<file path="src/rtl/core/amrnp_pkg.sv">
`timescale 1ns / 1ps
// ----------------------------------------------------------------------------
// amrnp_pkg: shared types and constants of the multi-radix number parser
// Word formats, parse phase codes, status codes and overflow limits.
// ----------------------------------------------------------------------------
package amrnp_pkg;

  typedef struct packed {
    logic       start_of_text;
    logic [7:0] character;
  } in_word_t;

  typedef struct packed {
    logic [31:0] value;
    logic [1:0]  status;
    logic [7:0]  next_offset;
  } out_word_t;

  typedef enum logic [7:0] {
    PH_IDLE = 8'b0000_0001,
    PH_SKIP = 8'b0000_0010,
    PH_ZERO = 8'b0000_0100,
    PH_HEX  = 8'b0000_1000,
    PH_OCT  = 8'b0001_0000,
    PH_BIN  = 8'b0010_0000,
    PH_DEC  = 8'b0100_0000,
    PH_DONE = 8'b1000_0000
  } phase_e;

  typedef enum logic [1:0] {
    ST_OK    = 2'd0,
    ST_NONUM = 2'd1,
    ST_OVF   = 2'd2
  } status_e;

  typedef struct packed {
    phase_e      phase;
    logic [31:0] acc;
    logic [7:0]  pos;
    logic        digit_seen;
  } parse_state_t;

  localparam logic [31:0] DecLimit = 32'd429496729;
  localparam logic [31:0] HexMask  = 32'hF000_0000;
  localparam logic [31:0] OctMask  = 32'hE000_0000;
  localparam logic [31:0] BinMask  = 32'h8000_0000;
  localparam logic [31:0] OvfValue = 32'h00FF_FFFF;

endpackage

</file>
<file path="src/rtl/core/amrnp_step.sv">
`timescale 1ns / 1ps
// ----------------------------------------------------------------------------
// amrnp_step: next-state and result logic for one character
// Prefix detection, digit decode, overflow check and shift-add accumulate.
// ----------------------------------------------------------------------------
module amrnp_step (
  input  amrnp_pkg::parse_state_t state_i,
  input  amrnp_pkg::in_word_t     word_i,
  input  logic [7:0]              offset_cap_i,
  output amrnp_pkg::parse_state_t state_o,
  output logic                    emit_o,
  output amrnp_pkg::out_word_t    result_o
);

  amrnp_pkg::parse_state_t cur;
  logic [7:0]  c;
  logic [7:0]  p;
  logic        is_dec;
  logic        is_uhex;
  logic        is_lhex;
  logic [3:0]  dval;
  logic        dvalid;
  logic        ovf;
  logic [31:0] acc_next;

  assign c = word_i.character;

  // digit decode for the current radix
  always_comb begin
    is_dec  = c inside {[8'h30:8'h39]};
    is_uhex = c inside {[8'h41:8'h46]};
    is_lhex = c inside {[8'h61:8'h66]};
    dval    = 4'd0;
    dvalid  = 1'b0;
    if (is_dec) begin
      dval = c[3:0];
    end else if (is_uhex || is_lhex) begin
      dval = c[3:0] + 4'd9;
    end
    case (cur.phase)
      amrnp_pkg::PH_HEX: dvalid = is_dec || is_uhex || is_lhex;
      amrnp_pkg::PH_OCT: dvalid = is_dec && !dval[3];
      amrnp_pkg::PH_BIN: dvalid = is_dec && (dval[3:1] == 3'd0);
      amrnp_pkg::PH_DEC: dvalid = is_dec;
      default:           dvalid = 1'b0;
    endcase
  end

  // overflow check and accumulate
  always_comb begin
    case (cur.phase)
      amrnp_pkg::PH_HEX: begin
        ovf      = (cur.acc & amrnp_pkg::HexMask) != 32'd0;
        acc_next = {cur.acc[27:0], dval};
      end
      amrnp_pkg::PH_OCT: begin
        ovf      = (cur.acc & amrnp_pkg::OctMask) != 32'd0;
        acc_next = {cur.acc[28:0], dval[2:0]};
      end
      amrnp_pkg::PH_BIN: begin
        ovf      = (cur.acc & amrnp_pkg::BinMask) != 32'd0;
        acc_next = {cur.acc[30:0], dval[0]};
      end
      default: begin
        ovf      = (cur.acc > amrnp_pkg::DecLimit) ||
                   ((cur.acc == amrnp_pkg::DecLimit) && (dval > 4'd5));
        acc_next = {cur.acc[28:0], 3'b000} + {cur.acc[30:0], 1'b0} + {28'd0, dval};
      end
    endcase
  end

  always_comb begin
    cur = state_i;
    if (word_i.start_of_text) begin
      cur.phase      = amrnp_pkg::PH_SKIP;
      cur.acc        = 32'd0;
      cur.pos        = 8'd0;
      cur.digit_seen = 1'b0;
    end
    p        = cur.pos;
    state_o  = cur;
    emit_o   = 1'b0;
    result_o = '{value: 32'd0, status: amrnp_pkg::ST_NONUM, next_offset: 8'd0};

    if (cur.phase != amrnp_pkg::PH_IDLE && cur.phase != amrnp_pkg::PH_DONE) begin
      if (cur.pos < offset_cap_i) begin
        state_o.pos = cur.pos + 8'd1;
      end
      case (cur.phase)
        amrnp_pkg::PH_SKIP: begin
          if (c == 8'h00) begin
            emit_o = 1'b1;
          end else if (c <= 8'h20) begin
            // blank: skip
          end else if (c == 8'h30) begin
            state_o.phase = amrnp_pkg::PH_ZERO;
          end else if (c == 8'h62 || c == 8'h42) begin
            state_o.phase      = amrnp_pkg::PH_BIN;
            state_o.acc        = 32'd0;
            state_o.digit_seen = 1'b0;
          end else if (is_dec) begin
            state_o.phase      = amrnp_pkg::PH_DEC;
            state_o.acc        = {28'd0, c[3:0]};
            state_o.digit_seen = 1'b1;
          end else begin
            emit_o = 1'b1;
          end
        end
        amrnp_pkg::PH_ZERO: begin
          if (c == 8'h78 || c == 8'h58) begin
            state_o.phase      = amrnp_pkg::PH_HEX;
            state_o.acc        = 32'd0;
            state_o.digit_seen = 1'b0;
          end else if (c inside {[8'h30:8'h37]}) begin
            state_o.phase      = amrnp_pkg::PH_OCT;
            state_o.acc        = {28'd0, c[3:0]};
            state_o.digit_seen = 1'b1;
          end else begin
            // lone zero
            emit_o               = 1'b1;
            result_o.status      = amrnp_pkg::ST_OK;
            result_o.next_offset = p;
          end
        end
        default: begin
          if (!dvalid) begin
            emit_o = 1'b1;
            if (cur.digit_seen) begin
              result_o.value       = cur.acc;
              result_o.status      = amrnp_pkg::ST_OK;
              result_o.next_offset = p;
            end
          end else if (ovf) begin
            emit_o          = 1'b1;
            result_o.value  = amrnp_pkg::OvfValue;
            result_o.status = amrnp_pkg::ST_OVF;
          end else begin
            state_o.acc        = acc_next;
            state_o.digit_seen = 1'b1;
          end
        end
      endcase
      if (emit_o) begin
        state_o.phase = amrnp_pkg::PH_DONE;
      end
    end
  end

endmodule

</file>
<file path="src/rtl/core/ascii_multi_radix_number_parser.sv">
`timescale 1ns / 1ps
// ----------------------------------------------------------------------------
// ascii_multi_radix_number_parser: strtoul-style 32-bit text number parser
// Takes one text byte per word and gives one result word per parsed text.
// ----------------------------------------------------------------------------
// Takes one character every clock cycle while no held result is stalled. A
// character sits in an input register while the combinational shift-add/compare
// update runs. When the character ends the number, the result is loaded from
// that update into the output register, where it is held until taken. The
// input stalls only while a held result is stalled and a character waits in the
// input register. Overflow returns 0xFFFFFF with status 2; the offset
// saturates at min(MAX_TEXT_LEN, 255).
module ascii_multi_radix_number_parser #(
  parameter int unsigned MAX_TEXT_LEN = 255
) (
  input  logic                 clk_i,
  input  logic                 rst_ni,
  input  logic                 in_valid_i,
  output logic                 in_stall_o,
  input  amrnp_pkg::in_word_t  in_word_i,
  output logic                 out_valid_o,
  input  logic                 out_stall_i,
  output amrnp_pkg::out_word_t out_word_o
);

  localparam int unsigned CapInt = (MAX_TEXT_LEN < 255) ? MAX_TEXT_LEN : 255;
  localparam logic [7:0]  OffsetCap = CapInt[7:0];

  logic                    in_valid_q;
  amrnp_pkg::in_word_t     in_word_q;
  amrnp_pkg::parse_state_t state_q, state_d;
  logic                    out_valid_q;
  amrnp_pkg::out_word_t    out_word_q;
  logic                    emit;
  amrnp_pkg::out_word_t    result;
  logic                    proc_ready;
  logic                    proc_fire;

  assign proc_ready = !out_valid_q || !out_stall_i;
  assign proc_fire  = in_valid_q && proc_ready;
  assign in_stall_o = in_valid_q && !proc_ready;

  amrnp_step u_step (
    .state_i      (state_q),
    .word_i       (in_word_q),
    .offset_cap_i (OffsetCap),
    .state_o      (state_d),
    .emit_o       (emit),
    .result_o     (result)
  );

  always_ff @(posedge clk_i or negedge rst_ni) begin
    if (!rst_ni) begin
      in_valid_q <= 1'b0;
    end else if (!in_stall_o) begin
      in_valid_q <= in_valid_i;
    end
  end

  always_ff @(posedge clk_i) begin
    if (!in_stall_o && in_valid_i) begin
      in_word_q <= in_word_i;
    end
  end

  always_ff @(posedge clk_i or negedge rst_ni) begin
    if (!rst_ni) begin
      state_q <= '{phase: amrnp_pkg::PH_IDLE, acc: 32'd0, pos: 8'd0, digit_seen: 1'b0};
    end else if (proc_fire) begin
      state_q <= state_d;
    end
  end

  // drop the result once taken, load a new one when the character ends a number
  always_ff @(posedge clk_i or negedge rst_ni) begin
    if (!rst_ni) begin
      out_valid_q <= 1'b0;
    end else if (proc_ready) begin
      out_valid_q <= proc_fire && emit;
    end
  end

  always_ff @(posedge clk_i) begin
    if (proc_fire && emit) begin
      out_word_q <= result;
    end
  end

  assign out_valid_o = out_valid_q;
  assign out_word_o  = out_word_q;

endmodule

</file>
<file path="config.mk">
export PLATFORM = sky130hd
export DESIGN_NAME = ascii_multi_radix_number_parser
export DESIGN_NICKNAME = d
export VERILOG_FILES = /design/src/rtl/core/amrnp_pkg.sv /design/src/rtl/core/amrnp_step.sv /design/src/rtl/core/ascii_multi_radix_number_parser.sv
export SDC_FILE = /design/constraint.sdc
export NUM_CORES = 1
export LEC_CHECK = 0
export BUFFER_PORTS_ARGS = -buffer_cell sky130_fd_sc_hd__buf_2
export CAP_MARGIN = 40
export CORE_AREA = 8 8 150 152
export DETAILED_ROUTE_END_ITERATION = 8
export DIE_AREA = 0 0 158 160
export PLACE_DENSITY = 0.62
export SYNTH_ARGS = -nofsm -noshare
export SYNTH_HDL_FRONTEND = slang
export SYNTH_SLANG_ARGS = --single-unit
</file>
<file path="constraint.sdc">
create_clock -name clk_i -period 4.5 [get_ports clk_i]
set_input_delay 0.9 -clock clk_i [delete_from_list [all_inputs] [get_ports clk_i]]
set_output_delay 0.9 -clock clk_i [all_outputs]
set_load 0.01 [all_outputs]
</file>
Word-level counts from Yosys, hierarchy flattened
Cells that the tools add are included.
{"block": "word_totals", "ff_bits": 102, "latch_bits": 0, "mem_bits_rw": 0, "romBits": 0, "inputBits": 13, "output_inout_bits": 44, "memories": 0}
{"block": "op_classes", "addsub": 4, "mul": 0, "n_div": 0, "magnitude_cmp": 11, "eq_ne": 14, "shift": 0, "muxes": 50, "bitwise_logic": 1, "reduce_logical": 29}
{"op": "40-bit 2-to-1 mux", "n": 6}
{"op": "49-bit 2-to-1 mux", "n": 2}
{"op": "32-bit 2-to-1 mux", "n": 3}
{"op": "32-bit one-hot mux with 3 select lines", "n": 1}
{"op": "32-bit one-hot mux with 2 select lines", "n": 1}
{"op": "32-bit nonzero test", "n": 2}
{"op": "42-bit 2-to-1 mux", "n": 1}
{"op": "8-bit by 7-bit == test with 1-bit output (second input constant)", "n": 5}
{"op": "34-bit 2-to-1 mux", "n": 1}
{"op": "32-bit adder", "n": 1}
{"op": "32-bit by 4-bit adder with 32-bit output", "n": 1}
{"op": "32-bit by 29-bit == test with 1-bit output (second input constant)", "n": 1}
{"op": "32-bit by 29-bit > comparator with 1-bit output (second input constant)", "n": 1}
{"op": "8-bit 2-to-1 mux", "n": 4}
{"op": "26-bit 2-to-1 mux", "n": 1}
{"op": "8-bit by 6-bit <= comparator with 1-bit output (second input constant)", "n": 3}
{"op": "1-bit 2-to-1 mux", "n": 20}
{"op": "10-bit one-hot mux with 2 select lines", "n": 1}
{"op": "9-bit 2-to-1 mux", "n": 2}
{"op": "8-bit by 6-bit == test with 1-bit output (second input constant)", "n": 2}
{"op": "8-bit by 7-bit greater-or-equal comparator with 1-bit output (second input constant)", "n": 2}
{"op": "8-bit by 7-bit <= comparator with 1-bit output (second input constant)", "n": 2}
{"op": "8-bit one-hot mux with 2 select lines", "n": 1}
{"op": "1-bit logical AND", "n": 12}
{"op": "21 further kinds", "n": 33}

Logic depth before layout (Yosys ltp)
{"block": "logic_depth", "ltp_word": 15, "depth_mapped": 17}

Hierarchy
From an unflattened synthesis, not the netlist that was laid out.
{"block": "hier_totals", "cells_unflattened": 910, "hier_area_um2": 8685.8}
{"module": "amrnp_step", "n_inst": 1, "cells_per_inst": 744, "area_each_um2": 5178.7, "seq_area_each_um2": 0.0}
{"module": "ascii_multi_radix_number_parser", "n_inst": 1, "cells_per_inst": 166, "area_each_um2": 3507.1, "seq_area_each_um2": 2808.9}

Least setup slack after synthesis
No wires, ideal clock.
{"block": "synth_timing", "path_type": "register to register", "from": "register in_word_q[3] in the netlist's numbering", "to": "register state_q[36] in the netlist's numbering", "setup_ns": 0.121, "arrival_ns": 3.930, "slack_ns": 0.449, "path_stages_with_launch": 16, "path_buffers": 1, "synth_period_minus_slack_ns": 4.051, "cell_sequence": "edfxtp_1 buf_6 or4b_4 a311oi_4 o21a_2 xor2_1 ha_1 ha_1 a211oi_1 o21bai_1 a221oi_1 a21oi_1 a31oi_1 xor2_1 o21ai_0 a22o_1"}
{"block": "synth_between", "elab_chain_len": 13}
{"element": "from (decl)", "line": "ascii_multi_radix_number_parser.sv:30", "text": "amrnp_pkg::in_word_t in_word_q;"}
{"element": "from (signal assigned)", "line": "ascii_multi_radix_number_parser.sv:62", "text": "in_word_q <= in_word_i;"}
{"element": "parallel branches: the longest is 11 deep, another holds 32-bit by 4-bit adder with 32-bit output"}
{"element": "32-bit one-hot mux with 2 select lines *", "line": "amrnp_step.sv:89", "text": "case (cur.phase)"}
{"element": "49-bit 2-to-1 mux *", "line": "amrnp_step.sv:85", "text": "if (cur.phase != amrnp_pkg::PH_IDLE && cur.phase != amrnp_pkg::PH_DONE) begin"}
{"element": "to (signal assigned)", "line": "ascii_multi_radix_number_parser.sv:68", "text": "state_q <= '{phase: amrnp_pkg::PH_IDLE, acc: 32'd0, pos: 8'd0, digit_seen: 1'b0};"}
{"element": "to (signal assigned)", "line": "ascii_multi_radix_number_parser.sv:70", "text": "state_q <= state_d;"}
{"element": "to (decl)", "line": "ascii_multi_radix_number_parser.sv:31", "text": "amrnp_pkg::parse_state_t state_q, state_d;"}
Mark *: on every way between the ends.
A chain may end at the register's enable or synchronous reset.

Worst setup path in the final report
{"block": "layout_timing", "from": "register in_word_q[4] in the netlist's numbering", "to": "register state_q[40] in the netlist's numbering"}
Same word-level chain as after synthesis.

==> qor.csv <==
stage,metric,value,unit
outcome,status,finished clean,
placed_design,DP HPWL,17.7,mm
timing,Clock Skew,8.48,ps
finish,# fillers,1984,
routing,DRC errors left,0,
synthesis,yosys warns,0,
floorplanning,Initial Util,0.405,
floorplanning,Die W,158,um
power,cell area power density,327,nW/um^2
routing,via count,7273,
worst_setup_path,Worst Reg2Reg Path Length in Cells,15,
timing,Final Hold Fails,0,
clocking,worst-skew pair later-pin latency,360,ps
worst_hold_path,Worst Hold Class,flip-flop to flip-flop,
worst_setup_path,Worst setup SP type,flip-flop,
finish,footprint of the multi-input gates,5030,um^2
timing,RSZ-0062 raised after global routing,false,
timing,"Setup violations, final",0,
synthesis,sequential share of the synthesized area,0.346,
floorplanning,IO Pins,57,
worst_setup_path,max incr delay on CP,600,ps
worst_hold_path,hold depth,2,
finish,Final nets,1025,
timing,Fin Setup TNS,0,ps
placed_design,placed insts,1204,
global_route,Congestion Overflow GR,0,
timing,Worst-Margin Slew,759,ps
synthesis,most common flop cell mapped by yosys,edfxtp_1,
synthesis,"EDFF count, synth",51,
finish,Non-Filler Instances,1221,
finish,share of layout cells above drive strength 1,0.164,
worst_setup_path,crit path DAT,4500,ps
routing,DRC marker count from the first detailed-route iteration,470,
run,max_cap viols,0,
synthesis,"FF+latch count, synth",102,
worst_setup_path,nature of the critical path endpoint,flip-flop,
synthesis,Netlist cell types,85,
synthesis,Cells after Synth,876,
worst_setup_path,worst path cell trace,or4b_4 -> a311oi_4 -> o21a_2 -> xor2_1 -> ha_1 -> ha_1 -> a211oi_1 -> o21bai_1 -> a221oi_1 -> buf_4 -> a21oi_1 -> a31oi_1 -> nor3_1 -> nor4_1 -> o2bb2ai_1,
worst_hold_path,hold path endpoint,state_q[0]$_DFFE_PN0P_,
power,worst vdd ir,0.146,mV
clocking,CTS Buffer Depth,2,
clocking,hold buffers post-CTS,0,
synthesis,asr flop ratio synth,0.500,
global_route,vias in the first global route,6809,
synthesis,Mapped Avg Cell Area,9.26,um^2
timing,Worst slew margin,0.490,
placed_design,PortBufs,56,
floorplanning,core area,20000,um^2
routing,DR WL/cell,19.0,um
floorplanning,FP Rows,52,
worst_setup_path,r2r setup slk,240,ps
global_route,GR Util All Layers,0.183,
worst_setup_path,R2R Path Start,in_word_q[4]$_DFFE_PP_,
clocking,number of CTS-inserted buffers,9,
clocking,clk root buf,clkbuf_16,
finish,synthesis-to-layout area growth,13.0,%
clocking,clock transition at the registers of the reported paths,80,ps
routing,final wirelength,23.2,mm
worst_setup_path,crit-path leading delay family,compound AO/OA/AOI/OAI gates,
synthesis,Syn Nets,955,
timing,Tcrit/Tclk final,0.948,
global_route,largest net degree at the start of global routing,43,
timing,Max Slew Vio Count,0,
global_route,initial antenna violation count,0,
routing,Post-DRT Antenna Nets,0,
routing,TritonRoute pass-1 iters,5,
worst_setup_path,Critical-path top delay cell,or4b_4,
clocking,total number of H-tree levels,3,
worst_hold_path,hold_sp,state_q[0]$_DFFE_PN0P_,
worst_setup_path,critical path's most frequent cell,ha_1,
power,static leakage,0.00416,uW
clocking,TritonCTS clock tree,built,
worst_setup_path,FF-to-FF End,state_q[40]$_DFFE_PN0P_,
global_route,first-pass GRT wire length,37.2,mm
floorplanning,Total Die Area,25300,um^2
placed_design,gpl congestion,0.914,
finish,Reg area,2810,um^2
synthesis,Synth Cell Area,8110,um^2
timing,Fmax,235,MHz
floorplanning,Die Y,160,um
worst_setup_path,WS Path Type,flip-flop to flip-flop,
finish,antenna diode count,0,
worst_setup_path,Required @ worst endpoint,4740,ps
timing,fin crit period,4260,ps
clocking,clk sinks,102,
routing,drt via density,5.96,
worst_setup_path,Buffers & Inverters on Critical Path,1,
worst_setup_path,CP Max Fanout,4,
per-layer routing:
metal / vias up / wire, um / global-route usage
met5: - / 0 / 0
met4: 0 / 571 / 0.0600
met3: 45 / 1800 / 0.0340
met2: 301 / 9970 / 0.268
met1: 3434 / 10900 / 0.264
li1: 3493 / - / -
repair_timing:
action / 4_1_cts / 5_1_grt
setup buffers: 0 / 1
setup endpoints to repair: 0 / 9
gates resized for setup: 0 / 2
power breakdown:
group          total (uW)  switching (uW)  internal (uW)
registers            1260            99.4           1160
clock network         751             366            385
logic                 990             630            360
total                3000            1100           1900
cell usage after synthesis, types with 8 or more instances:
| cell | count | area, um^2 |
|---|---|---|
| clkbuf_1 | 29 | 109 |
| xnor2_1 | 16 | 140 |
| o211ai_1 | 11 | 82.6 |
| inv_1 | 25 | 93.8 |
| nand3_1 | 11 | 55.1 |
| and3_1 | 17 | 106 |
| a21oi_1 | 66 | 330 |
| a21o_1 | 42 | 315 |
| nand2b_1 | 20 | 125 |
| nand2_1 | 62 | 233 |
| a22o_1 | 19 | 166 |
| a221oi_1 | 15 | 131 |
| nor2b_1 | 33 | 206 |
| nor2_1 | 55 | 206 |
| nor3_1 | 28 | 140 |
| nor4_1 | 9 | 56.3 |
| dfrtp_1 | 50 | 1250 |
| nand4_1 | 10 | 62.6 |
| edfxtp_1 | 51 | 1530 |
| o21ai_0 | 46 | 230 |
| a31oi_1 | 9 | 56.3 |
| a22oi_1 | 8 | 60.1 |
| ha_1 | 65 | 813 |
| xor2_1 | 17 | 149 |
| and2_1 | 15 | 93.8 |
cells by family after synthesis:
family / count (synthesis) / share of synthesized area
flip-flops: 102 / 0.346
buffers and inverters: 65 / 0.0361
AO/OA/AOI/OAI: 294 / 0.254
XOR/XNOR: 33 / 0.0356
multiplexers: 7 / 0.00926
adder cells (fa/ha/maj): 66 / 0.103
AND/OR/NAND/NOR: 309 / 0.216
cell type report:
cell class | count | share of cell area
clock inverter | 6 | 0.00560
multi-input combinational | 709 | 0.549
sequential | 102 | 0.306
inverter | 25 | 0.0102
tap | 270 | 0.0369
timing repair buffer | 99 | 0.0672
clock buffer | 10 | 0.0250
cell usage in the layout, fill, tap and decap left out, drive strengths merged, types with 29 or more instances in the layout:
cell    count
o21ai      50
inv        29
buf        99
nor3       33
nor2       55
a21oi      66
a21o       42
dfrtp      50
nand2      62
nor2b      33
edfxtp     51
ha         65
stage by stage:
step	worst slack (ps)	power (uW)	utilization	cell area, um^2	hold slack, ps
CTS	79.9	3000	0.457	9150	492
global placement	232	2250	0.443	8870	464
floorplan	449	1910	-	8110	449
global route	14.8	3170	0.457	9170	516
finish	236	3000	0.457	9170	498
detailed placement	128	2250	0.443	8870	477
flip-flops by register name, summed over array words and instances, names as in the netlist:
name / flops
in_word_q: 9
state_q: 49
out_valid_o: 1
out_word_o: 42
in_valid_q: 1
worst register-to-register path: stages (launching register included):
cell and delay (ps):
edfxtp_1 430, or4b_4 600, a311oi_4 270, o21a_2 200
xor2_1 150, ha_1 260, ha_1 310, a211oi_1 270
o21bai_1 170, a221oi_1 360, buf_4 200, a21oi_1 140
a31oi_1 270, nor3_1 80, nor4_1 310, o2bb2ai_1 110
worst max path at each step:
| stage | start | to | slack, ps | cells after the start |
|---|---|---|---|---|
| detailed placement | in_word_q[4]$_DFFE_PP_ | state_q[33]$_DFFE_PN0P_ | 130 | 15 |
| CTS | in_word_q[4]$_DFFE_PP_ | state_q[33]$_DFFE_PN0P_ | 80 | 15 |
| floorplan | in_word_q[3]$_DFFE_PP_ | state_q[36]$_DFFE_PN0P_ | 450 | 15 |
| finish | in_word_q[4]$_DFFE_PP_ | state_q[40]$_DFFE_PN0P_ | 240 | 15 |
| global route | in_word_q[4]$_DFFE_PP_ | state_q[33]$_DFFE_PN0P_ | 10 | 15 |
| global placement | in_word_q[4]$_DFFE_PP_ | state_q[33]$_DFFE_PN0P_ | 230 | 15 |
Power figures use the tool's default switching activity.
